`src/hw/rtl/i2c_master_byte_engine_assert.svh`:
```
// ----------------------------------------------------------------------------
// Assertion macros for the two-wire bus master byte engine
// Shared concurrent assertion forms, clocked on clk and held off in reset.
// ----------------------------------------------------------------------------
`ifndef I2C_MASTER_BYTE_ENGINE_ASSERT_SVH
`define I2C_MASTER_BYTE_ENGINE_ASSERT_SVH

// Condition that must hold at every clock edge out of reset
`define I2CME_ASSERT_ALWAYS(label, cond, msg) \
  label: assert property (@(posedge clk) disable iff (!rst_n) (cond)) \
    else $error(msg);

// Same-cycle implication
`define I2CME_ASSERT_IMPL(label, ante, cons, msg) \
  label: assert property (@(posedge clk) disable iff (!rst_n) (ante) |-> (cons)) \
    else $error(msg);

`endif

```
`src/hw/rtl/i2cme_pkg.sv`:
```
// ----------------------------------------------------------------------------
// i2cme_pkg
// Command codes, line bit positions and phase decode for the byte engine.
// ----------------------------------------------------------------------------
`timescale 1ns / 1ps
`default_nettype none

package i2cme_pkg;

  // Command codes (input action field)
  localparam logic [2:0] CMD_NONE  = 3'd0;
  localparam logic [2:0] CMD_START = 3'd1;
  localparam logic [2:0] CMD_STOP  = 3'd2;
  localparam logic [2:0] CMD_WRITE = 3'd3;
  localparam logic [2:0] CMD_READ  = 3'd4;
  localparam logic [2:0] CMD_ACK   = 3'd5;

  // Bit positions in the line level vector
  localparam int LN_SCL = 0;
  localparam int LN_SDA = 1;
  localparam int LN_IN  = 2;

  localparam int          PHASE_W     = 5;
  localparam logic [15:0] PHASE_TICKS_RST = 16'd10;
  localparam logic [2:0]  LINES_RST   = 3'b010;   // clock low, data high, driven

  typedef logic [2:0]         lines_t;
  typedef logic [PHASE_W-1:0] phase_t;

  // Number of phases of each command
  function automatic phase_t phase_count(input logic [2:0] cmd);
    phase_t n;
    unique case (cmd)
      CMD_START: n = 5'd3;
      CMD_STOP:  n = 5'd4;
      CMD_WRITE: n = 5'd19;
      CMD_READ:  n = 5'd25;
      CMD_ACK:   n = 5'd2;
      default:   n = 5'd0;
    endcase
    return n;
  endfunction

  // Phase index modulo three (2^k mod 3 alternates 1, 2)
  function automatic logic [1:0] phase_mod3(input phase_t p);
    logic [2:0] s;
    logic [1:0] r;
    s = {2'b0, p[0]} + {2'b0, p[2]} + {2'b0, p[4]} + {1'b0, p[1], 1'b0}
      + {1'b0, p[3], 1'b0};
    unique case (s)
      3'd0, 3'd3, 3'd6: r = 2'd0;
      3'd1, 3'd4, 3'd7: r = 2'd1;
      default:          r = 2'd2;
    endcase
    return r;
  endfunction

  // Line levels on entry to phase p; p equal to the count is completion
  function automatic lines_t enter_phase(input logic [2:0] cmd, input phase_t p,
                                         input logic [7:0] shift, input lines_t lines);
    lines_t l;
    l = lines;
    unique case (cmd)
      CMD_START: begin
        if (p == 5'd0) begin
          l[LN_SCL] = 1'b0;
          l[LN_SDA] = 1'b1;
        end else if (p == 5'd1) l[LN_SCL] = 1'b1;
        else if (p == 5'd2) l[LN_SDA] = 1'b0;
        else l[LN_SCL] = 1'b0;
      end
      CMD_STOP: begin
        if (p == 5'd0) l[LN_SCL] = 1'b0;
        else if (p == 5'd1) l[LN_SDA] = 1'b0;
        else if (p == 5'd2) l[LN_SCL] = 1'b1;
        else if (p == 5'd3) l[LN_SDA] = 1'b1;
        else l[LN_SCL] = 1'b0;
      end
      CMD_ACK: begin
        if (p == 5'd0) begin
          l[LN_SCL] = 1'b0;
          l[LN_SDA] = ~shift[0];
        end else if (p == 5'd1) l[LN_SCL] = 1'b1;
        else l[LN_SCL] = 1'b0;
      end
      CMD_WRITE: begin
        if (p < 5'd16) begin
          if (!p[0]) begin
            l[LN_SCL] = 1'b0;
            l[LN_SDA] = shift[3'd7 - p[3:1]];   // MSB first
          end else l[LN_SCL] = 1'b1;
        end else if (p == 5'd16) l[LN_SCL] = 1'b0;
        else if (p == 5'd17) l[LN_SDA] = 1'b1;  // release for the ack slot
        else if (p == 5'd18) l[LN_SCL] = 1'b1;
        else l[LN_SCL] = 1'b0;
      end
      CMD_READ: begin
        if (p == 5'd0 || p == 5'd2) l[LN_SCL] = 1'b0;
        else if (p == 5'd1) begin
          l[LN_SDA] = 1'b1;
          l[LN_IN]  = 1'b1;
        end else if (p >= 5'd25) begin
          l[LN_SCL] = 1'b0;
          l[LN_IN]  = 1'b0;
        end else l[LN_SCL] = (phase_mod3(p) != 2'd2);
      end
      default: l = lines;
    endcase
    return l;
  endfunction

endpackage

`default_nettype wire

```
`src/hw/rtl/i2c_master_byte_engine.sv`:
```
// The result word is registered and offered in the cycle after the accept.
// Throughput: one word per cycle while a pending result is taken;
// each word is one bus tick; phase and tick counters update on accept.
// Reset (rst_n low, synchronous): idle, clock low, data high and driven,
// last read byte zero, phase length 10 ticks, no result word pending.
// ----------------------------------------------------------------------------
// i2c_master_byte_engine
// Two-wire bus master that steps start, stop, write, read and acknowledge
// sequences one tick per input word, each bus phase lasting phase_ticks.
// ----------------------------------------------------------------------------
`timescale 1ns / 1ps
`default_nettype none

`include "i2c_master_byte_engine_assert.svh"

module i2c_master_byte_engine (
  input  wire logic        clk,
  input  wire logic        rst_n,
  // configuration: phase_ticks
  input  wire logic        cfg_wr_en,
  input  wire logic [15:0] cfg_wr_data,
  // input words
  input  wire logic        in_tvalid,
  output logic             in_tready,
  // [2:0] action, [10:3] write_byte, [11] ack_level, [12] sda_sample
  input  wire logic [15:0] in_tdata,
  // result words
  output logic             out_tvalid,
  input  wire logic        out_tready,
  // [0] scl_level, [1] sda_level, [2] sda_is_input, [3] busy_res,
  // [11:4] read_byte, [12] read_done
  output logic [15:0]      out_tdata
);

  // State
  logic [15:0]           phase_ticks_r;
  logic [2:0]            cmd_r, cmd_nxt;
  i2cme_pkg::phase_t     phase_r, phase_nxt;
  logic [15:0]           tick_r, tick_nxt;
  logic [7:0]            shift_r, shift_nxt;
  i2cme_pkg::lines_t     lines_r, lines_nxt;
  logic [7:0]            last_read_r, last_read_nxt;
  logic                  out_valid_r;
  logic [15:0]           out_data_r, out_data_nxt;

  // Input word fields
  logic [2:0] action;
  logic [7:0] write_byte;
  logic       ack_level;
  logic       sda_sample;

  // Per-word working values
  logic              start_cmd;
  logic [2:0]        cmd_a;
  i2cme_pkg::phase_t phase_a, phase_inc;
  logic [15:0]       tick_a;
  logic [7:0]        shift_a, shift_s;
  i2cme_pkg::lines_t lines_a, lines_e;
  logic [16:0]       tick_inc, limit;
  logic              phase_end, sample_bit, cmd_end, done, busy;
  logic              in_acc;

  assign action     = in_tdata[2:0];
  assign write_byte = in_tdata[10:3];
  assign ack_level  = in_tdata[11];
  assign sda_sample = in_tdata[12];

  assign in_tready = !out_valid_r || out_tready;
  assign in_acc    = in_tvalid && in_tready;

  // Command entry: takes effect on the tick it is given
  always_comb begin
    start_cmd = (cmd_r == i2cme_pkg::CMD_NONE) &&
                (action >= i2cme_pkg::CMD_START) && (action <= i2cme_pkg::CMD_ACK);
    cmd_a   = start_cmd ? action : cmd_r;
    phase_a = start_cmd ? '0 : phase_r;
    tick_a  = start_cmd ? '0 : tick_r;
    shift_a = shift_r;
    if (start_cmd) begin
      priority if (action == i2cme_pkg::CMD_WRITE) shift_a = write_byte;
      else if (action == i2cme_pkg::CMD_ACK) shift_a = {7'd0, ack_level};
      else if (action == i2cme_pkg::CMD_READ) shift_a = '0;
      else shift_a = shift_r;
    end
    lines_a = start_cmd ? i2cme_pkg::enter_phase(cmd_a, '0, shift_a, lines_r) : lines_r;
    busy    = (cmd_a != i2cme_pkg::CMD_NONE);
  end

  // Tick counter and phase advance
  always_comb begin
    limit      = {1'b0, (phase_ticks_r == 16'd0) ? 16'd1 : phase_ticks_r};
    tick_inc   = {1'b0, tick_a} + 17'd1;
    phase_end  = busy && (tick_inc >= limit);
    phase_inc  = phase_a + 5'd1;
    sample_bit = (cmd_a == i2cme_pkg::CMD_READ) && (phase_a >= 5'd3) &&
                 (i2cme_pkg::phase_mod3(phase_a) == 2'd0);
    shift_s    = (phase_end && sample_bit) ? {shift_a[6:0], sda_sample} : shift_a;
    lines_e    = i2cme_pkg::enter_phase(cmd_a, phase_inc, shift_s, lines_a);
    cmd_end    = phase_end && (phase_inc >= i2cme_pkg::phase_count(cmd_a));
    done       = cmd_end && (cmd_a == i2cme_pkg::CMD_READ);

    tick_nxt      = busy ? (phase_end ? 16'd0 : tick_inc[15:0]) : tick_a;
    shift_nxt     = shift_s;
    lines_nxt     = phase_end ? lines_e : lines_a;
    cmd_nxt       = cmd_end ? i2cme_pkg::CMD_NONE : cmd_a;
    phase_nxt     = cmd_end ? '0 : (phase_end ? phase_inc : phase_a);
    last_read_nxt = done ? shift_s : last_read_r;

    out_data_nxt  = {3'd0, done, last_read_nxt, busy,
                     lines_a[i2cme_pkg::LN_IN], lines_a[i2cme_pkg::LN_SDA],
                     lines_a[i2cme_pkg::LN_SCL]};
  end

  // Sequencer state, advanced once per accepted word
  always_ff @(posedge clk) begin
    if (!rst_n) begin
      phase_ticks_r <= i2cme_pkg::PHASE_TICKS_RST;
      cmd_r         <= i2cme_pkg::CMD_NONE;
      phase_r       <= '0;
      tick_r        <= '0;
      shift_r       <= '0;
      lines_r       <= i2cme_pkg::LINES_RST;
      last_read_r   <= '0;
    end else begin
      if (cfg_wr_en) phase_ticks_r <= cfg_wr_data;
      if (in_acc) begin
        cmd_r       <= cmd_nxt;
        phase_r     <= phase_nxt;
        tick_r      <= tick_nxt;
        shift_r     <= shift_nxt;
        lines_r     <= lines_nxt;
        last_read_r <= last_read_nxt;
      end
    end
  end

  // Result register
  always_ff @(posedge clk) begin
    if (!rst_n) begin
      out_valid_r <= 1'b0;
    end else if (in_acc) begin
      out_valid_r <= 1'b1;
    end else if (out_tready) begin
      out_valid_r <= 1'b0;
    end
  end

  always_ff @(posedge clk) begin
    if (in_acc) out_data_r <= out_data_nxt;
  end

  assign out_tvalid = out_valid_r;
  assign out_tdata  = out_data_r;

  // Assertions
  `I2CME_ASSERT_IMPL(a_idle_clear, cmd_r == i2cme_pkg::CMD_NONE,
                     phase_r == '0 && tick_r == '0, "idle with phase or tick left over")
  `I2CME_ASSERT_IMPL(a_phase_bound, cmd_r != i2cme_pkg::CMD_NONE,
                     phase_r < i2cme_pkg::phase_count(cmd_r), "phase index past command end")
  `I2CME_ASSERT_IMPL(a_release_read, lines_r[i2cme_pkg::LN_IN],
                     cmd_r == i2cme_pkg::CMD_READ, "data line released outside a read")
  `I2CME_ASSERT_IMPL(a_done_busy, in_acc && done, busy && cmd_nxt == i2cme_pkg::CMD_NONE,
                     "read done without ending a busy read")

endmodule

`default_nettype wire

```
`config.mk`:
```
export PLATFORM = sky130hd
export DESIGN_NAME = i2c_master_byte_engine
export DESIGN_NICKNAME = d
export VERILOG_FILES = /design/src/hw/rtl/i2cme_pkg.sv /design/src/hw/rtl/i2c_master_byte_engine.sv
export VERILOG_INCLUDE_DIRS = /design/src /design/src/hw/rtl
export SDC_FILE = /design/constraint.sdc
export NUM_CORES = 1
export LEC_CHECK = 0
export CAP_MARGIN = 20
export CORE_MARGIN = 2
export CORE_UTILIZATION = 50
export CTS_CLUSTER_SIZE = 14
export DETAILED_ROUTE_END_ITERATION = 10
export DONT_BUFFER_PORTS = 1
export PLACE_DENSITY = 0.79
export SLEW_MARGIN = 20
export SYNTH_ARGS = -nofsm -noshare
export SYNTH_HDL_FRONTEND = slang
export SYNTH_SLANG_ARGS = --single-unit
```
`constraint.sdc`:
```
create_clock -name clk -period 4.6 [get_ports clk]
set_input_delay 0.69 -clock clk [delete_from_list [all_inputs] [get_ports clk]]
set_output_delay 0.69 -clock clk [all_outputs]
set_load 0.005 [all_outputs]
```
; Word-level counts from Yosys, hierarchy flattened
; Index checks and enable logic that the tools add are counted.
[totals]
reg_bits = 73
[op_classes]
addsub = 11
order_cmp = 8
n_eq_ne = 25
mux = 63
n_bitwise = 2
reduce_logical = 25
[ops]
columns = op, count
row1 = 16-bit two-way mux, 4
row2 = 8-bit two-way mux, 6
row3 = 1-bit two-way mux, 33
row4 = "3-bit == test, second input constant", 10
row5 = 5-bit case mux with 5 select lines, 1
row6 = "16-bit by 1-bit adder with 17-bit output, second input constant", 1
row7 = 17-bit by 16-bit greater-or-equal comparator with 1-bit output, 1
row8 = 16-bit zero test, 1
row9 = 2-bit two-way mux, 8
row10 = "3-bit by 2-bit == test with 1-bit output, second input constant", 5
row11 = "5-bit == test, second input constant", 3
row12 = 5-bit two-way mux, 3
row13 = 3-bit by 2-bit adder with 3-bit output, 4
row14 = 3-bit OR reduction, 4
row15 = "5-bit by 2-bit == test with 1-bit output, second input constant", 2
row16 = 2-bit case mux with 5 select lines, 1
row17 = "3-bit by 1-bit == test with 1-bit output, second input constant", 3
row18 = 1-bit logical AND, 9
row19 = 3-bit zero test, 3
row20 = 3-bit two-way mux, 3
row21 = 2-bit case mux with 2 select lines, 2
row22 = 2-bit by 1-bit adder with 3-bit output, 2
row23 = "5-bit by 1-bit adder with 5-bit output, second input constant", 1
row24 = "5-bit by 1-bit == test with 1-bit output, second input constant", 1
row25 = 20 further kinds, 23

; Longest topological paths before layout
; Gate-level depths: netlist of the first run.
[logic_depth]
depth_word = 22
ltp_mapped = 21

; Worst setup path after synthesis of the first run
; OpenSTA, ideal clock, no wires.
[synth_path]
path_kind = input to register
startpoint = input in_tdata[1]
endpoint = register lines_r[1]
arrival_ps = 4802
path_slack_ps = -324
stages = 20
n_path_buf = 2
cell_sequence = or3_4 nand3_4 clkbuf_1 and2_1 ha_1 nand4_4 or3_1 a21oi_1 ha_1 a211oi_1 o21ai_0 o2111ai_1 o311ai_4 o21ai_2 buf_6 mux2i_1 a221o_1 nor3_1 o41ai_1 a221o_1
[synth_between]
elab_chain_cells = 21
elab_cells_between_ends = 74
[synth_lines]
columns = element, line_no
row1 = from (decl), i2c_master_byte_engine.sv:26  ; input wire logic [15:0] in_tdata,
row2 = 3-bit by 1-bit greater-or-equal comparator with 1-bit output, i2c_master_byte_engine.sv:74  ; (action >= i2cme_pkg::CMD_START) && (action <= i2cme_pkg::CMD_ACK);
row3 = 1-bit logical AND, i2c_master_byte_engine.sv:73  ; start_cmd = (cmd_r == i2cme_pkg::CMD_NONE) &&
row4 = 1-bit logical AND, i2c_master_byte_engine.sv:74
row5 = 5-bit two-way mux, i2c_master_byte_engine.sv:76  ; phase_a = start_cmd ? '0 : phase_r;
row6 = 1-bit by 1-bit adder with 2-bit output, i2cme_pkg.sv:48  ; s = {2'b0, p[0]} + {2'b0, p[2]} + {2'b0, p[4]} + {1'b0, p[1], 1'b0}
row7 = 2-bit by 1-bit adder with 3-bit output, i2cme_pkg.sv:48
row8 = 3-bit by 2-bit adder with 3-bit output, i2cme_pkg.sv:48
row9 = 3-bit by 2-bit adder with 3-bit output, i2cme_pkg.sv:49  ; + {1'b0, p[3], 1'b0};
row10 = [... 5 more ...], -
row11 = 1-bit logical AND, i2c_master_byte_engine.sv:97  ; shift_s = (phase_end && sample_bit) ? {shift_a[6:0], sda_sample} : shift_a;
row12 = 8-bit two-way mux, i2c_master_byte_engine.sv:97
row13 = 1-bit binary-select mux with 3-bit select, i2cme_pkg.sv:90  ; l[LN_SDA] = shift[3'd7 - p[3:1]];
row14 = 1-bit two-way mux (not written as such), i2cme_pkg.sv:90
row15 = 1-bit two-way mux, i2cme_pkg.sv:88  ; if (!p[0]) begin
row16 = 2-bit two-way mux, i2cme_pkg.sv:87  ; if (p < 5'd16) begin
row17 = 2-bit case mux with 5 select lines, i2cme_pkg.sv:63  ; unique case (cmd)
row18 = 3-bit two-way mux (*), i2c_master_byte_engine.sv:104  ; lines_nxt = phase_end ? lines_e : lines_a;
row19 = to (signal assigned), i2c_master_byte_engine.sv:122  ; lines_r <= i2cme_pkg::LINES_RST;
row20 = to (signal assigned), i2c_master_byte_engine.sv:131  ; lines_r <= lines_nxt;
row21 = to (decl), i2c_master_byte_engine.sv:41  ; i2cme_pkg::lines_t lines_r, lines_nxt;
; Mark *: on every way between the ends. The rest lies on a longest branch, timed or not. The select of a mux whose other input is x is not followed.
; A chain may end at the register's enable or synchronous reset.

; Final worst setup path of the first run
[layout_path]
startpoint = input in_tdata[2]
endpoint = register lines_r[1]
; Same word-level chain as after synthesis.

==> impl_metrics.tcl, run 1 <==
set metrics [dict create \
    syn_area_sq_um 4780 \
    die_h_um 102 \
    status "completed" \
    ys_async_sr_fraction_pct 0 \
    power_uw 1360 \
    gp_congestion 0.934 \
    cp-start-kind "primary input" \
    avgViaCountPerCell 5.87 \
    max_slew_margin_pct 49.0 \
    wl_per_cell_um 15.6 \
    path_class "in2reg" \
    final_antenna_net_count 0 \
    grt_pass1_wl_um 19100 \
    cts.htree.levels 3 \
    worst_ep_arrival_time_ns 4.67 \
    worstMarginPinSlew_ns 0.764 \
    drt-total-wl_um 11700 \
    cp_slowest_cell "or3_4" \
    ios 55 \
    grt-ovfl-total 0 \
    min_path_type "reg2reg" \
    numCtsBuffers 9 \
    dpl.hpwl_um 8920 \
    row_count 35 \
    clk_latency_ns 0.35 \
    drt_pre_antenna_iters 5 \
    wl_met1_um 4910 \
    finalHoldViolations 0 \
    critPathMaxFanout 7 \
    numPortBuffers 0 \
    leakage_uw 0.00214 \
    worstReg2RegEnd "lines_r[1]" \
    yosys.area.top_type_share_pct 25.1 \
    setup_violations 0 \
    synth_warnings 0 \
    fin_area_sq_um 5360 \
    crit_end "lines_r[1]" \
    path_cells "or3_4, nand3_4, and2_4, ha_4, nand4_4, or3_1, a21oi_2, ha_1, a211oi_1, o21ai_0, o2111ai_1, o311ai_4, o21ai_4, buf_4, mux2i_1, nand2b_1, a31oi_1, o41ai_1, a221o_1" \
    core_area_sq_um 9240 \
    grt_pass1_vias 4101 \
    grt_use_total_pct 23.0 \
    grt_max_degree 32 \
    clockRootBuffer "clkbuf_8" \
    cpPeakStageDelay_ns 0.39 \
    syn_to_final_growth_pct 12.2 \
    final_nets 685 \
    vias 4405 \
    drv_cap 0 \
    synth_area_leaders "dfxtp_1 (25%), edfxtp_1 (8.2%), ha_1 (7.1%)" \
    dr_wl_met2_um 5810 \
    cts.sinks 73 \
    ys_ff_latch 73 \
    nFillCells 841 \
    fin_skew_ns 0.0107 \
    placed_cell_area_sq_um 5150 \
    timing.final.max_slew_violations 0 \
    drtIter0Drc 314 \
    die_area_sq_um 10400 \
    cts_hold_buf 0 \
    antenna_cells 0 \
    place_worst_setup_slack_ns -0.222 \
    r2r-start "cmd_r[1]" \
    final_cell_mix "nand2_1 (87), nor2_1 (67), dfxtp_1 (60)" \
    fmax_mhz 229 \
    avgSynthCellArea_sq_um 8.10 \
    final_common_cell "nand2_1" \
    ir_drop_v 0.000145 \
    synthCells 590 \
    initial_core_util_pct 51.7 \
    top_layer_used "met4" \
    cts.clk_slew.worst_paths_ns 0.09 \
    ys_dominant_reg_cell "dfxtp_1" \
    fp.dieW_um 102 \
    fin_cells 751 \
    wl_met3_um 754 \
    drive_gt1_share_pct 14.3 \
    cts_tree "yes" \
    antenna_found_initial 0 \
    startpoint "in_tdata[2]" \
    layout_setup_ws_ns 0.233 \
    period_needed_ns 4.37 \
    power.density_nw_per_um2 254 \
    synth_largest_area_cell "dfxtp_1" \
    synth_edf_count 13 \
    utilization_pct 58.0 \
    yosysUniqueCellTypes 68 \
    min_period_over_period_pct 94.9 \
    ys_seq_area_share_pct 33.3 \
    reg2reg_depth 19 \
    r2r_slack_ns 0.25 \
    worst_setup_path_end_kind "register" \
    clockBufferDepth 2 \
    drc 0 \
    dp.cells 733 \
    cp.required_ns 4.90 \
]
-- area by class of cell --
type | instances | area (sq um) | share of cell area, %
sequential | 73 | 1590 | 29.7
clock buffer | 9 | 124 | 2.31
multi-input combinational | 461 | 3010 | 56.1
timing repair buffer | 39 | 293 | 5.46
tap | 129 | 161 | 3.01
clock inverter | 7 | 60.1 | 1.12
inverter | 33 | 124 | 2.31
-- routing by layer --
metal  global-route usage (%)  up-vias
met2                     40.2      150
li1                         -     2145
met3                     4.35       24
met1                     28.8     2086
met4                     6.86        0
met5                        0        -
-- stage by stage --
| step | hold slack, ns | TNS (ns) |
|---|---|---|
| after floorplan | 0.409 | -0.00264 |
| after global placement | 0.421 | -0.163 |
| after detailed placement | 0.427 | -1.10 |
| after CTS | 0.432 | 0 |
| after global routing | 0.453 | -0.00249 |
| final | 0.442 | 0 |
-- repair_timing --
action | CTS | global route
endpoints found under the setup margin | 0 | 1
hold endpoints to repair | 0 | 0
setup buffers | 0 | 2
resized for setup | 0 | 2
-- registers in the layout, indices dropped and copies added, names as in the netlist --
register and cells:
cmd_r 3, last_read_r 8, lines_r 3, out_tdata 13, out_tvalid 1, phase_r 5
phase_ticks_r 16, shift_r 8, tick_r 16
-- critical path, delay by kind of cell --
family | cells | cell delay (ns)
mux | 1 | 0.26
buf+inv | 1 | 0.17
compound gates | 9 | 1.80
simple gates | 6 | 1.31
fa+ha+maj | 2 | 0.43
-- cells in the mapped netlist, types with 4 or more instances --
cell type  count
a21o_1         6
a21oi_1       39
a22oi_1       16
a31oi_1        5
and2_1         8
clkbuf_1      17
dfxtp_1       60
edfxtp_1      13
fa_1           4
ha_1          27
inv_1         31
mux2_2         8
mux2i_1       21
nand2_1       87
nand2b_1       6
nand3_1       19
nand3b_1       6
nand4_1       10
nor2_1        67
nor2b_1        6
nor3_1        15
o21ai_0       22
o21ai_1        4
o22ai_1        4
or3_1          6
xnor2_1        4
xor2_1        12
-- power by group --
part | switching (uW) | internal (uW)
clock network | 265 | 205
logic | 130 | 80.0
registers | 13.7 | 670
-- how the worst min path moves through the flow --
stage / startpoint / endpoint / slack (ns) / cells after the start
finish: lines_r[2] / out_tdata[2] / 0.44 / 0
global route: rst_n / phase_ticks_r[1] / 0.45 / 1
CTS: rst_n / phase_ticks_r[3] / 0.43 / 1
detailed placement: lines_r[2] / out_tdata[2] / 0.43 / 0
global placement: lines_r[2] / out_tdata[2] / 0.42 / 0
floorplan: lines_r[2] / out_tdata[2] / 0.41 / 0
-- cells by family (layout without fill, tap and decap cells) --
logic type      after synthesis  count (layout)  synth area share (%)
simple gates                253             253                  25.8
flops                        73              73                  33.3
buf+inv                      58              88                  4.97
xor+xnor                     16              16                  2.93
mux                          29              29                  6.28
compound gates              129             129                  17.9
fa+ha+maj                    31              31                  8.74
other cells                   1               3                0.0785
Note: power is estimated with default switching activity, not from simulation.
==> inputs of run 2 (changes only) <==
==> constraint.sdc (replaced) <==
create_clock -name clk -period 4.6 [get_ports clk]
set_input_delay 0.23 -clock clk [delete_from_list [all_inputs] [get_ports clk]]
set_output_delay 0.23 -clock clk [all_outputs]
set_load 0.005 [all_outputs]
==> impl_metrics.tcl, run 2 (synthesized netlist as in run 1, its figures left out) <==
set metrics [dict create \
    max_slew_margin_pct 50.3 \
    drtIter0Drc 302 \
    drv_cap 0 \
    worstReg2RegEnd "lines_r[1]" \
    power.density_nw_per_um2 264 \
    cts_tree "yes" \
    avgViaCountPerCell 5.88 \
    row_count 35 \
    fmax_mhz 238 \
    ios 55 \
    power_uw 1390 \
    period_needed_ns 4.20 \
    r2r-start "tick_r[2]" \
    grt-ovfl-total 0 \
    final_common_cell "nand2_1" \
    syn_to_final_growth_pct 10.5 \
    r2r_slack_ns 0.40 \
    antenna_found_initial 0 \
    core_area_sq_um 9240 \
    fp.dieW_um 102 \
    wl_per_cell_um 15.7 \
    setup_violations 0 \
    place_worst_setup_slack_ns 0.0634 \
    ir_drop_v 0.000173 \
    timing.final.max_slew_violations 0 \
    nFillCells 824 \
    status "completed" \
    final_cell_mix "nand2_1 (87), nor2_1 (66), dfxtp_1 (60)" \
    vias 4354 \
    worstMarginPinSlew_ns 0.740 \
    utilization_pct 57.1 \
    cts.clk_slew.worst_paths_ns 0.09 \
    layout_setup_ws_ns 0.403 \
    final_antenna_net_count 0 \
    dp.cells 720 \
    drt-total-wl_um 11700 \
    hold_path_end "phase_ticks_r[6]" \
    gp_congestion 0.908 \
    die_area_sq_um 10400 \
    grt_max_degree 49 \
    hold_start "cfg_wr_data[6]" \
    antenna_cells 0 \
    holdWs_ns 0.0130 \
    min_period_over_period_pct 91.2 \
    fin_cells 741 \
    die_h_um 102 \
    cts.htree.levels 3 \
    dpl.hpwl_um 8630 \
    min_path_cells 2 \
    leakage_uw 0.00210 \
    grt_use_total_pct 23.3 \
    initial_core_util_pct 51.7 \
    critPathMaxFanout 7 \
    finalHoldViolations 0 \
    clockRootBuffer "clkbuf_8" \
    clockBufferDepth 2 \
    worst_setup_path_end_kind "register" \
    cp.required_ns 4.91 \
    worst_ep_arrival_time_ns 4.50 \
    reg2reg_depth 20 \
    min_path_type "in2reg" \
    path_class "reg2reg" \
    final_nets 675 \
    numPortBuffers 0 \
    clk_latency_ns 0.37 \
    grt_pass1_wl_um 19300 \
    drc 0 \
    drt_pre_antenna_iters 4 \
    drive_gt1_share_pct 11.1 \
    post_cts_buffers 0 \
    cts.sinks 73 \
    grt_pass1_vias 4251 \
    cp-start-kind "register" \
    fin_skew_ns 0.0196 \
    numCtsBuffers 9 \
]
==> run 2: critical path: stages (launching register included) <==
cell,delay [ns]
dfxtp_1,0.42
and4_1,0.23
and2_1,0.23
nand3_1,0.13
nor2_2,0.18
and3_1,0.26
nand3_1,0.11
xor2_1,0.15
nor2_1,0.15
ha_1,0.29
nand2_1,0.08
nor2_1,0.04
o31ai_1,0.24
a21boi_2,0.15
o21ai_4,0.30
buf_4,0.22
mux2i_1,0.22
nand2b_1,0.13
a31oi_1,0.08
o41ai_1,0.33
a221o_1,0.20
==> run 2: worst max path at each step <==
stage / cells after the start / slack [ns] / from / to
global route: 20 / -0.003 / tick_r[2] / lines_r[1]
detailed placement: 19 / 0.06 / in_tdata[1] / lines_r[1]
floorplan: 20 / 0.14 / in_tdata[1] / lines_r[1]
finish: 20 / 0.40 / tick_r[2] / lines_r[1]
global placement: 19 / 0.11 / in_tdata[1] / lines_r[1]
CTS: 19 / 0.26 / cmd_r[2] / lines_r[1]
==> run 2: layout make-up <==
type                            instances  area, sq um  area share, %
Clock inverter                          6         67.6           1.28
Tap cell                              129          161           3.06
Sequential cell                        73         1590           30.1
Timing Repair Buffer                   29          230           4.36
Clock buffer                           10          128           2.42
Multi-Input combinational cell        461         2980           56.4
Inverter                               33          124           2.35
==> run 2: stage by stage <==
stage | instance area, sq um | setup TNS, ns
floorplan | 4790 | 0
finish | 5280 | 0
CTS | 5250 | 0
global route | 5280 | -0.00294
global placement | 5010 | 0
detailed placement | 5010 | 0
==> run 2: per-layer routing <==
layer | vias to the layer above | GRT usage (%) | routed length, um
met4 | 0 | 12.1 | 405
met5 | - | 0 | 0
met2 | 147 | 39.2 | 5720
met3 | 40 | 5.80 | 691
li1 | 2125 | - | -
met1 | 2042 | 27.4 | 4850
==> run 2: power by group <==
part / switching (uW) / internal, uW / leakage, uW
Combinational: 127 / 76.0 / 0.00139
Clock: 252 / 252 / 0.0000929
Sequential: 14.3 / 671 / 0.000618
Total: 393 / 999 / 0.00210
==> run 2: what timing repair did <==
item	in CTS	in global routing
resized for setup	0	5
endpoints found under the setup margin	0	11
hold buffers	4	1
endpoints found under the hold margin	3	1
